File: src/design/rdm_pkg.sv
`default_nettype none
package rdm_pkg;

	localparam logic [1:0] OP_PUSH_BACK  = 2'd0;
	localparam logic [1:0] OP_PUSH_FRONT = 2'd1;
	localparam logic [1:0] OP_POP_FRONT  = 2'd2;
	localparam logic [1:0] OP_NOP        = 2'd3;

	localparam logic [1:0] ST_OK        = 2'd0;
	localparam logic [1:0] ST_OK_EMPTY  = 2'd1;
	localparam logic [1:0] ST_REJECTED  = 2'd2;
	localparam logic [1:0] ST_POP_EMPTY = 2'd3;

	// controller -> datapath commands
	typedef struct packed {
		logic cfg_wr;   // capacity register write, empties the queue
		logic capture;  // latch operands, launch slot read at read pointer
		logic exec;     // perform the operation, register the result
	} cmd_t;

endpackage
`default_nettype wire

File: src/design/rdm_ram.sv
`default_nettype none
module rdm_ram #(
	parameter int WIDTH = 32,
	parameter int DEPTH = 16
) (
	input  wire logic                     clk,
	input  wire logic                     we,
	input  wire logic [$clog2(DEPTH)-1:0] waddr,
	input  wire logic [WIDTH-1:0]         wdata,
	input  wire logic                     re,
	input  wire logic [$clog2(DEPTH)-1:0] raddr,
	output logic      [WIDTH-1:0]         rdata
);
	logic [WIDTH-1:0] mem_q [DEPTH];

	always_ff @(posedge clk) begin
		if (we) begin
			mem_q[waddr] <= wdata;
		end
		if (re) begin
			rdata <= mem_q[raddr];
		end
	end
endmodule
`default_nettype wire

File: src/design/rdm_ctrl.sv
`default_nettype none
module rdm_ctrl (
	input  wire logic          clk,
	input  wire logic          arst_n,
	input  wire logic          start,
	input  wire logic          cfg_valid,
	output logic               busy,
	output logic               cfg_ready,
	output logic               done,
	output rdm_pkg::cmd_t      cmd
);
	import rdm_pkg::*;

	typedef enum logic [1:0] {
		S_IDLE = 2'b01,
		S_EXEC = 2'b10
	} state_t;

	state_t state_q;
	state_t state_nxt;
	logic   done_q;

	always_comb begin
		state_nxt = state_q;
		case (state_q)
			S_IDLE: begin
				if (start) begin
					state_nxt = S_EXEC;
				end
			end
			S_EXEC: begin
				state_nxt = S_IDLE;
			end
			default: begin
				state_nxt = S_IDLE;
			end
		endcase
	end

	always_ff @(posedge clk or negedge arst_n) begin
		if (!arst_n) begin
			state_q <= S_IDLE;
			done_q  <= 1'b0;
		end else begin
			state_q <= state_nxt;
			done_q  <= (state_q == S_EXEC);
		end
	end

	assign busy        = (state_q != S_IDLE);
	// a start in the same cycle wins; config waits until idle with no start
	assign cfg_ready   = (state_q == S_IDLE) && !start;
	assign cmd.capture = (state_q == S_IDLE) && start;
	assign cmd.exec    = (state_q == S_EXEC);
	assign cmd.cfg_wr  = cfg_valid && cfg_ready;
	assign done        = done_q;
endmodule
`default_nettype wire

File: src/design/rdm_datapath.sv
`default_nettype none
module rdm_datapath #(
	parameter int DEPTH      = 16,
	parameter int DATA_WIDTH = 32
) (
	input  wire logic                         clk,
	input  wire logic                         arst_n,
	input  wire rdm_pkg::cmd_t                cmd,
	input  wire logic [$clog2(DEPTH+1)-1:0]   cfg_value,
	input  wire logic [1:0]                   opcode,
	input  wire logic [DATA_WIDTH-1:0]        entry_data,
	input  wire logic [$clog2(DEPTH+1)-1:0]   margin,
	output logic      [1:0]                   status,
	output logic      [DATA_WIDTH-1:0]        data_out,
	output logic      [$clog2(DEPTH+1)-1:0]   busy_count,
	output logic      [$clog2(DEPTH+1)-1:0]   free_low_mark
);
	import rdm_pkg::*;

	localparam int CNT_W = $clog2(DEPTH + 1);
	localparam int PTR_W = $clog2(DEPTH);

	logic [CNT_W-1:0]      cap_q, free_q, fmin_q;
	logic [PTR_W-1:0]      rd_ptr_q, wr_ptr_q;
	logic                  full_q;
	logic [1:0]            op_q;
	logic [DATA_WIDTH-1:0] data_q;
	logic [CNT_W-1:0]      margin_q;

	logic [1:0]            status_q;
	logic [DATA_WIDTH-1:0] dout_q;
	logic [CNT_W-1:0]      busy_cnt_q, low_mark_q;

	logic [DATA_WIDTH-1:0] ram_rdata;
	logic                  ram_we;
	logic [PTR_W-1:0]      ram_waddr;

	logic [CNT_W-1:0]      cap_new;
	logic [CNT_W-1:0]      wr_p1, rd_p1;
	logic [PTR_W-1:0]      wr_inc, rd_inc, rd_dec;
	logic                  is_push, reject, empty_before, is_empty;
	logic [PTR_W-1:0]      rd_nxt, wr_nxt;
	logic                  full_nxt;
	logic [CNT_W-1:0]      free_nxt, fmin_nxt;
	logic [1:0]            status_nxt;
	logic [DATA_WIDTH-1:0] dout_nxt;

	rdm_ram #(.WIDTH(DATA_WIDTH), .DEPTH(DEPTH)) u_slots (
		.clk   (clk),
		.we    (ram_we),
		.waddr (ram_waddr),
		.wdata (data_q),
		.re    (cmd.capture),
		.raddr (rd_ptr_q),
		.rdata (ram_rdata)
	);

	always_comb begin
		if (cfg_value == '0) begin
			cap_new = CNT_W'(1);
		end else if (cfg_value > CNT_W'(DEPTH)) begin
			cap_new = CNT_W'(DEPTH);
		end else begin
			cap_new = cfg_value;
		end
	end

	// pointer wrap at the capacity in use
	assign wr_p1  = CNT_W'(wr_ptr_q) + CNT_W'(1);
	assign rd_p1  = CNT_W'(rd_ptr_q) + CNT_W'(1);
	assign wr_inc = (wr_p1 == cap_q) ? '0 : PTR_W'(wr_p1);
	assign rd_inc = (rd_p1 == cap_q) ? '0 : PTR_W'(rd_p1);
	assign rd_dec = (rd_ptr_q == '0) ? PTR_W'(cap_q - CNT_W'(1)) : rd_ptr_q - PTR_W'(1);

	assign is_push      = (op_q == OP_PUSH_BACK) || (op_q == OP_PUSH_FRONT);
	assign reject       = (margin_q >= cap_q) || (free_q <= margin_q);
	assign empty_before = (free_q == cap_q);
	assign is_empty     = (rd_ptr_q == wr_ptr_q) && !full_q;

	always_comb begin
		rd_nxt     = rd_ptr_q;
		wr_nxt     = wr_ptr_q;
		full_nxt   = full_q;
		free_nxt   = free_q;
		fmin_nxt   = fmin_q;
		status_nxt = ST_OK;
		dout_nxt   = '0;
		ram_we     = 1'b0;
		ram_waddr  = wr_ptr_q;
		case (op_q)
			OP_PUSH_BACK, OP_PUSH_FRONT: begin
				if (reject) begin
					status_nxt = ST_REJECTED;
				end else begin
					ram_we = cmd.exec;
					if (op_q == OP_PUSH_FRONT) begin
						rd_nxt    = rd_dec;
						ram_waddr = rd_dec;
					end else begin
						wr_nxt = wr_inc;
					end
					full_nxt   = (wr_nxt == rd_nxt);
					free_nxt   = free_q - CNT_W'(1);
					fmin_nxt   = (free_nxt < fmin_q) ? free_nxt : fmin_q;
					status_nxt = empty_before ? ST_OK_EMPTY : ST_OK;
				end
			end
			OP_POP_FRONT: begin
				if (is_empty) begin
					status_nxt = ST_POP_EMPTY;
				end else begin
					dout_nxt = ram_rdata;
					rd_nxt   = rd_inc;
					full_nxt = 1'b0;
					free_nxt = free_q + CNT_W'(1);
				end
			end
			default: begin
				status_nxt = ST_OK;
			end
		endcase
	end

	always_ff @(posedge clk or negedge arst_n) begin
		if (!arst_n) begin
			cap_q    <= CNT_W'(DEPTH);
			free_q   <= CNT_W'(DEPTH);
			fmin_q   <= CNT_W'(DEPTH);
			rd_ptr_q <= '0;
			wr_ptr_q <= '0;
			full_q   <= 1'b0;
		end else if (cmd.cfg_wr) begin
			cap_q    <= cap_new;
			free_q   <= cap_new;
			fmin_q   <= cap_new;
			rd_ptr_q <= '0;
			wr_ptr_q <= '0;
			full_q   <= 1'b0;
		end else if (cmd.exec) begin
			free_q   <= free_nxt;
			fmin_q   <= fmin_nxt;
			rd_ptr_q <= rd_nxt;
			wr_ptr_q <= wr_nxt;
			full_q   <= full_nxt;
		end
	end

	always_ff @(posedge clk) begin
		if (cmd.capture) begin
			op_q     <= opcode;
			data_q   <= entry_data;
			margin_q <= margin;
		end
		if (cmd.exec) begin
			status_q   <= status_nxt;
			dout_q     <= dout_nxt;
			busy_cnt_q <= cap_q - free_nxt;
			low_mark_q <= fmin_nxt;
		end
	end

	assign status        = status_q;
	assign data_out      = dout_q;
	assign busy_count    = busy_cnt_q;
	assign free_low_mark = low_mark_q;

	a_free_le_cap: assert property (@(posedge clk) disable iff (!arst_n)
		free_q <= cap_q) else $error("free count above capacity");

	a_min_le_free: assert property (@(posedge clk) disable iff (!arst_n)
		fmin_q <= free_q) else $error("low-water mark above free count");

	a_full_consistent: assert property (@(posedge clk) disable iff (!arst_n)
		full_q |-> (rd_ptr_q == wr_ptr_q) && (free_q == '0))
		else $error("full flag without zero free count");

	a_empty_consistent: assert property (@(posedge clk) disable iff (!arst_n)
		((rd_ptr_q == wr_ptr_q) && !full_q) |-> (free_q == cap_q))
		else $error("empty pointers but entries counted");
endmodule
`default_nettype wire

File: src/design/ring_deque_with_margin.sv
// Channel   Handshake                 Payload
// ------    ---------                 -------
// input     start & !busy             opcode, entry_data, margin
// result    done (one-cycle strobe)   status, data_out, busy_count, free_low_mark
// config    cfg_valid & cfg_ready     capacity_in_use
//
// An operation has a capture step, which launches the slot RAM read at the read
// pointer, and an exec step, which updates pointers/counters and writes the RAM. done
// rises the cycle after exec, when busy has already dropped, so a new start is taken then.
// Result ports cannot be stalled; a result is valid only while done is high.
// Reset clears pointers and sets capacity and counts to DEPTH; slot contents
// are left as is.
`default_nettype none
module ring_deque_with_margin #(
	parameter int DEPTH      = 16,
	parameter int DATA_WIDTH = 32
) (
	input  wire logic                         clk,
	input  wire logic                         arst_n,
	input  wire logic                         start,
	output logic                              busy,
	input  wire logic [1:0]                   opcode,
	input  wire logic [DATA_WIDTH-1:0]        entry_data,
	input  wire logic [$clog2(DEPTH+1)-1:0]   margin,
	output logic                              done,
	output logic      [1:0]                   status,
	output logic      [DATA_WIDTH-1:0]        data_out,
	output logic      [$clog2(DEPTH+1)-1:0]   busy_count,
	output logic      [$clog2(DEPTH+1)-1:0]   free_low_mark,
	input  wire logic                         cfg_valid,
	output logic                              cfg_ready,
	input  wire logic [$clog2(DEPTH+1)-1:0]   capacity_in_use
);
	import rdm_pkg::*;

	cmd_t cmd;

	rdm_ctrl u_ctrl (
		.clk       (clk),
		.arst_n    (arst_n),
		.start     (start),
		.cfg_valid (cfg_valid),
		.busy      (busy),
		.cfg_ready (cfg_ready),
		.done      (done),
		.cmd       (cmd)
	);

	rdm_datapath #(.DEPTH(DEPTH), .DATA_WIDTH(DATA_WIDTH)) u_dp (
		.clk           (clk),
		.arst_n        (arst_n),
		.cmd           (cmd),
		.cfg_value     (capacity_in_use),
		.opcode        (opcode),
		.entry_data    (entry_data),
		.margin        (margin),
		.status        (status),
		.data_out      (data_out),
		.busy_count    (busy_count),
		.free_low_mark (free_low_mark)
	);
endmodule
`default_nettype wire

File: config.mk
export PLATFORM = sky130hd
export DESIGN_NAME = ring_deque_with_margin
export DESIGN_NICKNAME = d
export VERILOG_FILES = /design/src/design/rdm_pkg.sv /design/src/design/rdm_ram.sv /design/src/design/rdm_ctrl.sv /design/src/design/rdm_datapath.sv /design/src/design/ring_deque_with_margin.sv
export SDC_FILE = /design/constraint.sdc
export NUM_CORES = 1
export LEC_CHECK = 0
export ABC_AREA = 1
export BUFFER_PORTS_ARGS = -buffer_cell sky130_fd_sc_hd__buf_2
export CORE_MARGIN = 1
export CORE_UTILIZATION = 45
export CTS_CLUSTER_SIZE = 8
export DETAILED_ROUTE_END_ITERATION = 12
export PLACE_DENSITY = 0.65
export SETUP_SLACK_MARGIN = 0.1
export SKIP_CTS_REPAIR_TIMING = 1
export SLEW_MARGIN = 15
export SYNTH_ARGS = -nofsm -noshare
export SYNTH_HDL_FRONTEND = slang
export SYNTH_SLANG_ARGS = --single-unit
File: constraint.sdc
create_clock -name clk -period 5.1 [get_ports clk]
set_input_delay 0 -clock clk [delete_from_list [all_inputs] [get_ports clk]]
set_output_delay 0 -clock clk [all_outputs]
set_load 0.1 [all_outputs]
==> impl_metrics.ini, run 1 <==
[synthesis]
ys_seq_elements = 654
syn_avg_cell_area_um2 = 12.9
synth.most_common_cell = edfxtp_1
synthArstFlopShare_pct = 4.13
ys.flop_type = edfxtp_1
ys_top_cells_by_count = edfxtp_1 (627), nor2_1 (340), o21ai_0 (265)
syn_area_um2 = 26200
synth_edf_count = 627
synthCells = 2035
synth_cell_types = 41
syn_nets = 2108
seq_area_frac_synth_pct = 74.5
synth_area_leader_cell = edfxtp_1
ys_top_cells_by_area = edfxtp_1 (72%), o21ai_0 (5.1%), nor2_1 (4.9%), nand2_1 (2.8%), dfrtp_1 (2.2%)
synth_warnings = 0
synth_top_cell_area_share_pct = 71.9

[final_layout]
fin_nets = 2258
diodes = 0
area_delta_synth_final_pct = 16.8
final_area_um2 = 30600
fillers = 4785
drive_gt1_share_pct = 12.4
register_area_um2 = 19500
finish.utilization_pct = 53.1
multi_input_area_um2 = 5970

[placement]
gp_congestion = 0.900
place_ws_ns = 0.450
port_buffers = 94
hpwl_mm = 37.5
dpl_cell_area_um2 = 27600

[floorplan]
num_rows = 88
dieArea_um2 = 59200
coreArea_um2 = 57600
die_height_um = 243
ios = 95
fp.dieW_um = 243
start_util_pct = 45.5

[clock_network]
htree_levels = 3
cts.root.buffer_cell = clkbuf_16
cts.sinks = 654
cts_tree = built
clk_path_buf_depth = 3
insertion_delay_ns = 0.63
numCtsBuffers = 91
clk_pin_slew_ns = 0.05

[setup_path]
cp_max_fo = 47
crit_arrival_ns = 4.99
start_kind = flop
cp.required_ns = 5.41
worstSetupPathType = reg -> reg
critical_path.endpoint_type = flop

[timing]
setup-violations-final = 0
slew_violations = 0
finalHoldViolations = 23
holdWs_ns = -0.0220
max-slew-margin-rel_pct = 11.3
clock_skew_ns = 0.0222
min_period_ns = 4.68
rsz0062_at_grt = no
fmax_ghz = 0.214
fin_tns_setup_ns = 0
postLayoutSetupSlackWorst_ns = 0.419
worst_pin_slew_ns = 1.33
period_share_pct = 91.8

[route]
vias = 16800
drc = 0
routed_via_density = 5.67
wire_per_inst_um = 21.9
drt_iter0_drc = 1557
ant_nets = 0
firstDrtPassIters = 5
drt-total-wl_mm = 65.1

[flow_run]
cap_violations = 0

[grt]
grt_first_pass_wirelength_mm = 98.6
grt_pass1_vias = 16300
grt_max_degree = 262
grt-ovfl-total = 0
antenna_found_initial = 0
grt_usage_pct = 22.0

[hold_path]
min_path_type = in -> async

[pwr]
power_per_cell_area_nw_per_um2 = 531
vdd_ir_drop_max_v = 0.000531
p_leak_uw = 0.0107
power_uw = 16200

[outcome]
failed_checks = hold timing
status = complete, but fails checks
==> logic make-up (layout without fill, tap and decap cells) <==
group,after synthesis,count (layout),share of synthesized area [%]
AOI/OAI and AO/OA,475,475,10.5
adders and majority gates,25,25,1.22
DFF,654,654,74.5
xor gates and xnor gates,10,10,0.334
buffers and inverters,219,392,3.25
and+or+nand+nor,652,652,10.2
==> metrics by stage <==
stage,hold slack [ns],cells
floorplan,-0.296,2035
global placement,0.0912,2803
detailed placement,0.0861,2803
CTS,-0.590,2919
global route,0.0360,2973
finish,-0.0220,2973
==> path summary, 6_finish.rpt <==
| check | from | to | slack (ns) | depth (start not counted) |
|---|---|---|---|---|
| worst max-delay path | u_dp.rd_ptr_q[1] | u_dp.u_slots.mem_q[1][31] | 0.42 | 13 |
| worst min-delay path | arst_n | u_dp.cap_q[0] | -0.02 | 2 |
| worst max register to register | u_dp.rd_ptr_q[1] | u_dp.u_slots.mem_q[1][31] | 0.42 | 13 |
| worst min register to register | u_dp.fmin_q[4] | u_dp.fmin_q[4] | 0.48 | 2 |
| max in group asynchronous | arst_n | u_dp.rd_ptr_q[1] | 4.60 | 2 |
| min in group clk | opcode[1] | u_dp.op_q[1] | 0.09 | 2 |
==> report_power, final <==
group          leakage [µW]  internal (µW)  switching [µW]  total, µW
Combinational       0.00348           1270            3060       4320
Sequential          0.00600           6270             322       6600
Clock               0.00120           3230            2080       5310
Total                0.0107          10800            5460      16200
==> state kept, by name, indices dropped and copies added, names as in the netlist <==
| name | flops |
|---|---|
| u_dp.full_q | 1 |
| u_dp.data_out | 32 |
| u_dp.cap_q | 5 |
| u_dp.rd_ptr_q | 4 |
| u_ctrl.state_q | 2 |
| u_dp.margin_q | 5 |
| u_dp.u_slots.mem_q | 512 |
| u_dp.busy_count | 5 |
| u_dp.free_low_mark | 5 |
| u_dp.status | 2 |
| u_dp.free_q | 5 |
| u_ctrl.done | 1 |
| u_dp.u_slots.rdata | 32 |
| u_dp.op_q | 2 |
| u_dp.wr_ptr_q | 4 |
| u_dp.fmin_q | 5 |
| u_dp.data_q | 32 |
==> layout make-up <==
class / count / share of cell area [%]
multi-input combinational: 1162 / 19.5
inverter: 107 / 1.33
tap: 765 / 3.13
clock buffer: 110 / 7.82
timing repair buffer: 169 / 4.20
clock inverter: 6 / 0.204
sequential: 654 / 63.8
==> worst max-delay path, stage by stage, from the launching register on <==
cell and delay, ns:
dfrtp_4 0.71, clkinv_2 0.69, ha_1 0.54, nand2_1 0.11, nand2_1 0.07, nand2_1 0.14
ha_1 0.18, inv_1 0.05, nand2_1 0.05, nand3_1 0.11, o22ai_1 0.39, nand2_1 0.36
nor2_4 0.63, buf_12 0.25
==> routing by layer <==
layer / vias up / global-route usage, % / part of all wire [%]
met5: - / 0 / 0
met4: 0 / 8.38 / 3.1
met3: 131 / 3.30 / 6.6
met2: 674 / 35.1 / 47
met1: 8332 / 30.4 / 43
li1: 7709 / - / -
==> cells in the final DEF (no fill, tap or decap), types with 3 or more instances in the layout <==
cell type      instances
xnor2_1                3
o221ai_1              43
nand3_1               86
dfrtp_1               20
inv_6                  4
o21ai_2                3
clkbuf_1              17
nand4_1               13
buf_4                 13
dlygate4sd3_1         53
a21oi_1               22
dfstp_2                4
nor2_4                22
nor2_2                 4
o21ai_1               18
o211ai_1              24
inv_2                 15
buf_2                 94
nor2_1               321
o21ai_0              265
nor3_1                 3
ha_1                  24
inv_1                 90
xor2_1                 7
edfxtp_1             627
o22ai_1               92
clkbuf_16             93
buf_12                 8
nand2_1              194
Power figures use the tool's default switching activity.
==> inputs of run 2 (changes only) <==
==> constraint.sdc (replaced) <==
create_clock -name clk -period 4 [get_ports clk]
set_input_delay 0 -clock clk [delete_from_list [all_inputs] [get_ports clk]]
set_output_delay 0 -clock clk [all_outputs]
set_load 0.1 [all_outputs]
==> run 2 against run 1 <==
Compared with the run above:
- the flow still finishes with violations (hold timing)
- setup slack worse by 0.052 ns
- die area unchanged
- sequential share of layout area down 0.70 points
- global-route usage up 0.14 points
- clock power up 33%
- cell count up 1.5%
- largest cell class unchanged
- highest routed layer unchanged
==> impl_metrics.ini, run 2 (synthesized netlist as in run 1, its figures left out) <==
[outcome]
status = complete, but fails checks
failed_checks = hold timing

[floorplan]
dieArea_um2 = 59200
num_rows = 88
die_height_um = 243
ios = 95
coreArea_um2 = 57600
start_util_pct = 45.5
fp.dieW_um = 243

[final_layout]
multi_input_area_um2 = 5970
area_delta_synth_final_pct = 18.1
largest_register = u_dp.u_slots.mem_q
fillers = 4749
diodes = 0
register_area_um2 = 19500
largest_reg_flops = 512
fin_nets = 2289
final_area_um2 = 30900
drive_gt1_share_pct = 13.6
layout_common_cells = edfxtp_1 (627), nor2_1 (321), o21ai_0 (265), nand2_1 (194), clkbuf_16 (95)
final_common_cell = edfxtp_1
finish.utilization_pct = 53.7

[timing]
setup-violations-final = 0
fmax_ghz = 0.275
period_share_pct = 90.8
worst_pin_slew_ns = 1.21
rsz0062_at_grt = no
clock_skew_ns = 0.0374
holdWs_ns = -0.0329
finalHoldViolations = 23
slew_violations = 0
postLayoutSetupSlackWorst_ns = 0.367
max-slew-margin-rel_pct = 19.6
min_period_ns = 3.63

[flow_run]
cap_violations = 0

[placement]
dpl_cell_area_um2 = 27800
port_buffers = 94
place_ws_ns = 0.444
hpwl_mm = 36.1
gp_congestion = 0.915

[pwr]
power_uw = 20900
p_clk_share_pct = 33.7
power_per_cell_area_nw_per_um2 = 676
p_leak_uw = 0.0109
sw_frac_of_total_pct = 33.4
power.internal_uw = 13900
p_sw_uw = 6980
p_comb_share_pct = 26.7
pwr-share-seq_pct = 39.6
vdd_ir_drop_max_v = 0.000787

[clock_network]
clk_pin_slew_ns = 0.05
htree_levels = 3
numCtsBuffers = 92
cts.root.buffer_cell = clkbuf_16
cts_tree = built
insertion_delay_ns = 0.64
cts.sinks = 654
clk_path_buf_depth = 3

[route]
drt_iter0_drc = 1621
drt-total-wl_mm = 65.3
routed_via_density = 5.63
drc = 0
wire_per_inst_um = 21.6
vias = 17000
firstDrtPassIters = 8
ant_nets = 0

[setup_path]
endpoint = u_dp.u_slots.mem_q[6][20]
critical_path.endpoint_type = flop
start_kind = flop
worstSetupPathType = reg -> reg
cp_max_fo = 22
r2r_end = u_dp.u_slots.mem_q[6][20]
ff2ff_setup_slack_ns = 0.37
crit_arrival_ns = 3.88
cp.required_ns = 4.25
rr_startpoint = u_dp.cap_q[2]
ff2ff_path_depth = 14
critPathLaunch = u_dp.cap_q[2]

[grt]
grt_max_degree = 261
grt_pass1_vias = 16600
antenna_found_initial = 0
grt_usage_pct = 22.1
grt_first_pass_wirelength_mm = 99.7
grt-ovfl-total = 0

[hold_path]
min_path_type = in -> async
run 2: cell count changes in the layout (fill, tap and decap cells not counted), sizes merged:
cell | previous run | this run
clkinv | 4 | 7
buf | 116 | 146
inv | 109 | 106
clkbuf | 110 | 126
run 2: final cells by class:
cell class / count / area share (%)
multi-input cells: 1162 / 19.3
well taps: 765 / 3.09
repair buffers: 199 / 4.74
clock inverters: 6 / 0.388
flip-flops and latches: 654 / 63.1
clock buffers: 126 / 8.06
inverters: 107 / 1.32
run 2: how the worst min path moves through the flow:
stage	endpoint	cells past startpoint
after global routing	u_dp.fmin_q[2]	2
after floorplan	u_ctrl.done	0
after CTS	u_dp.fmin_q[2]	1
final	u_dp.free_q[2]	2
after detailed placement	u_dp.cap_q[2]	1
after global placement	u_dp.cap_q[2]	1
run 2: per-layer routing:
| layer | vias to the layer above | routed length [µm] | GRT usage (%) |
|---|---|---|---|
| li1 | 7778 | - | - |
| met1 | 8402 | 28300 | 30.7 |
| met2 | 675 | 30700 | 34.9 |
| met3 | 139 | 4440 | 4.41 |
| met4 | 0 | 1840 | 7.31 |
| met5 | - | 0 | 0 |
run 2: worst max-delay path, stage by stage, from the launching register on:
cell and delay [ns]:
dfrtp_1 0.53, inv_1 0.17, ha_1 0.33, nand2_1 0.09
inv_2 0.03, o21bai_1 0.11, nand3_1 0.10, nor2_2 0.16
nand3_2 0.21, inv_2 0.14, nand2_1 0.14, inv_1 0.17
nand3_1 0.39, nor2_4 0.21, buf_4 0.45
run 2: through the flow:
stage | cells | TNS, ns
floorplan | 2035 | -46.22
global placement | 2834 | 0
detailed placement | 2834 | 0
CTS | 2966 | 0
global route | 3019 | 0
finish | 3019 | 0
run 2: power by group through the flow:
stage          Combinational, µW  Clock [µW]  Sequential [µW]
2_1_floorplan               3770           0             8470
3_3_place_gp                5430           0             8400
3_5_place_dp                5490           0             8410
4_1_cts                     5540        7180             8290
5_1_grt                     6230        7460             8320
6_report                    5580        7050             8290
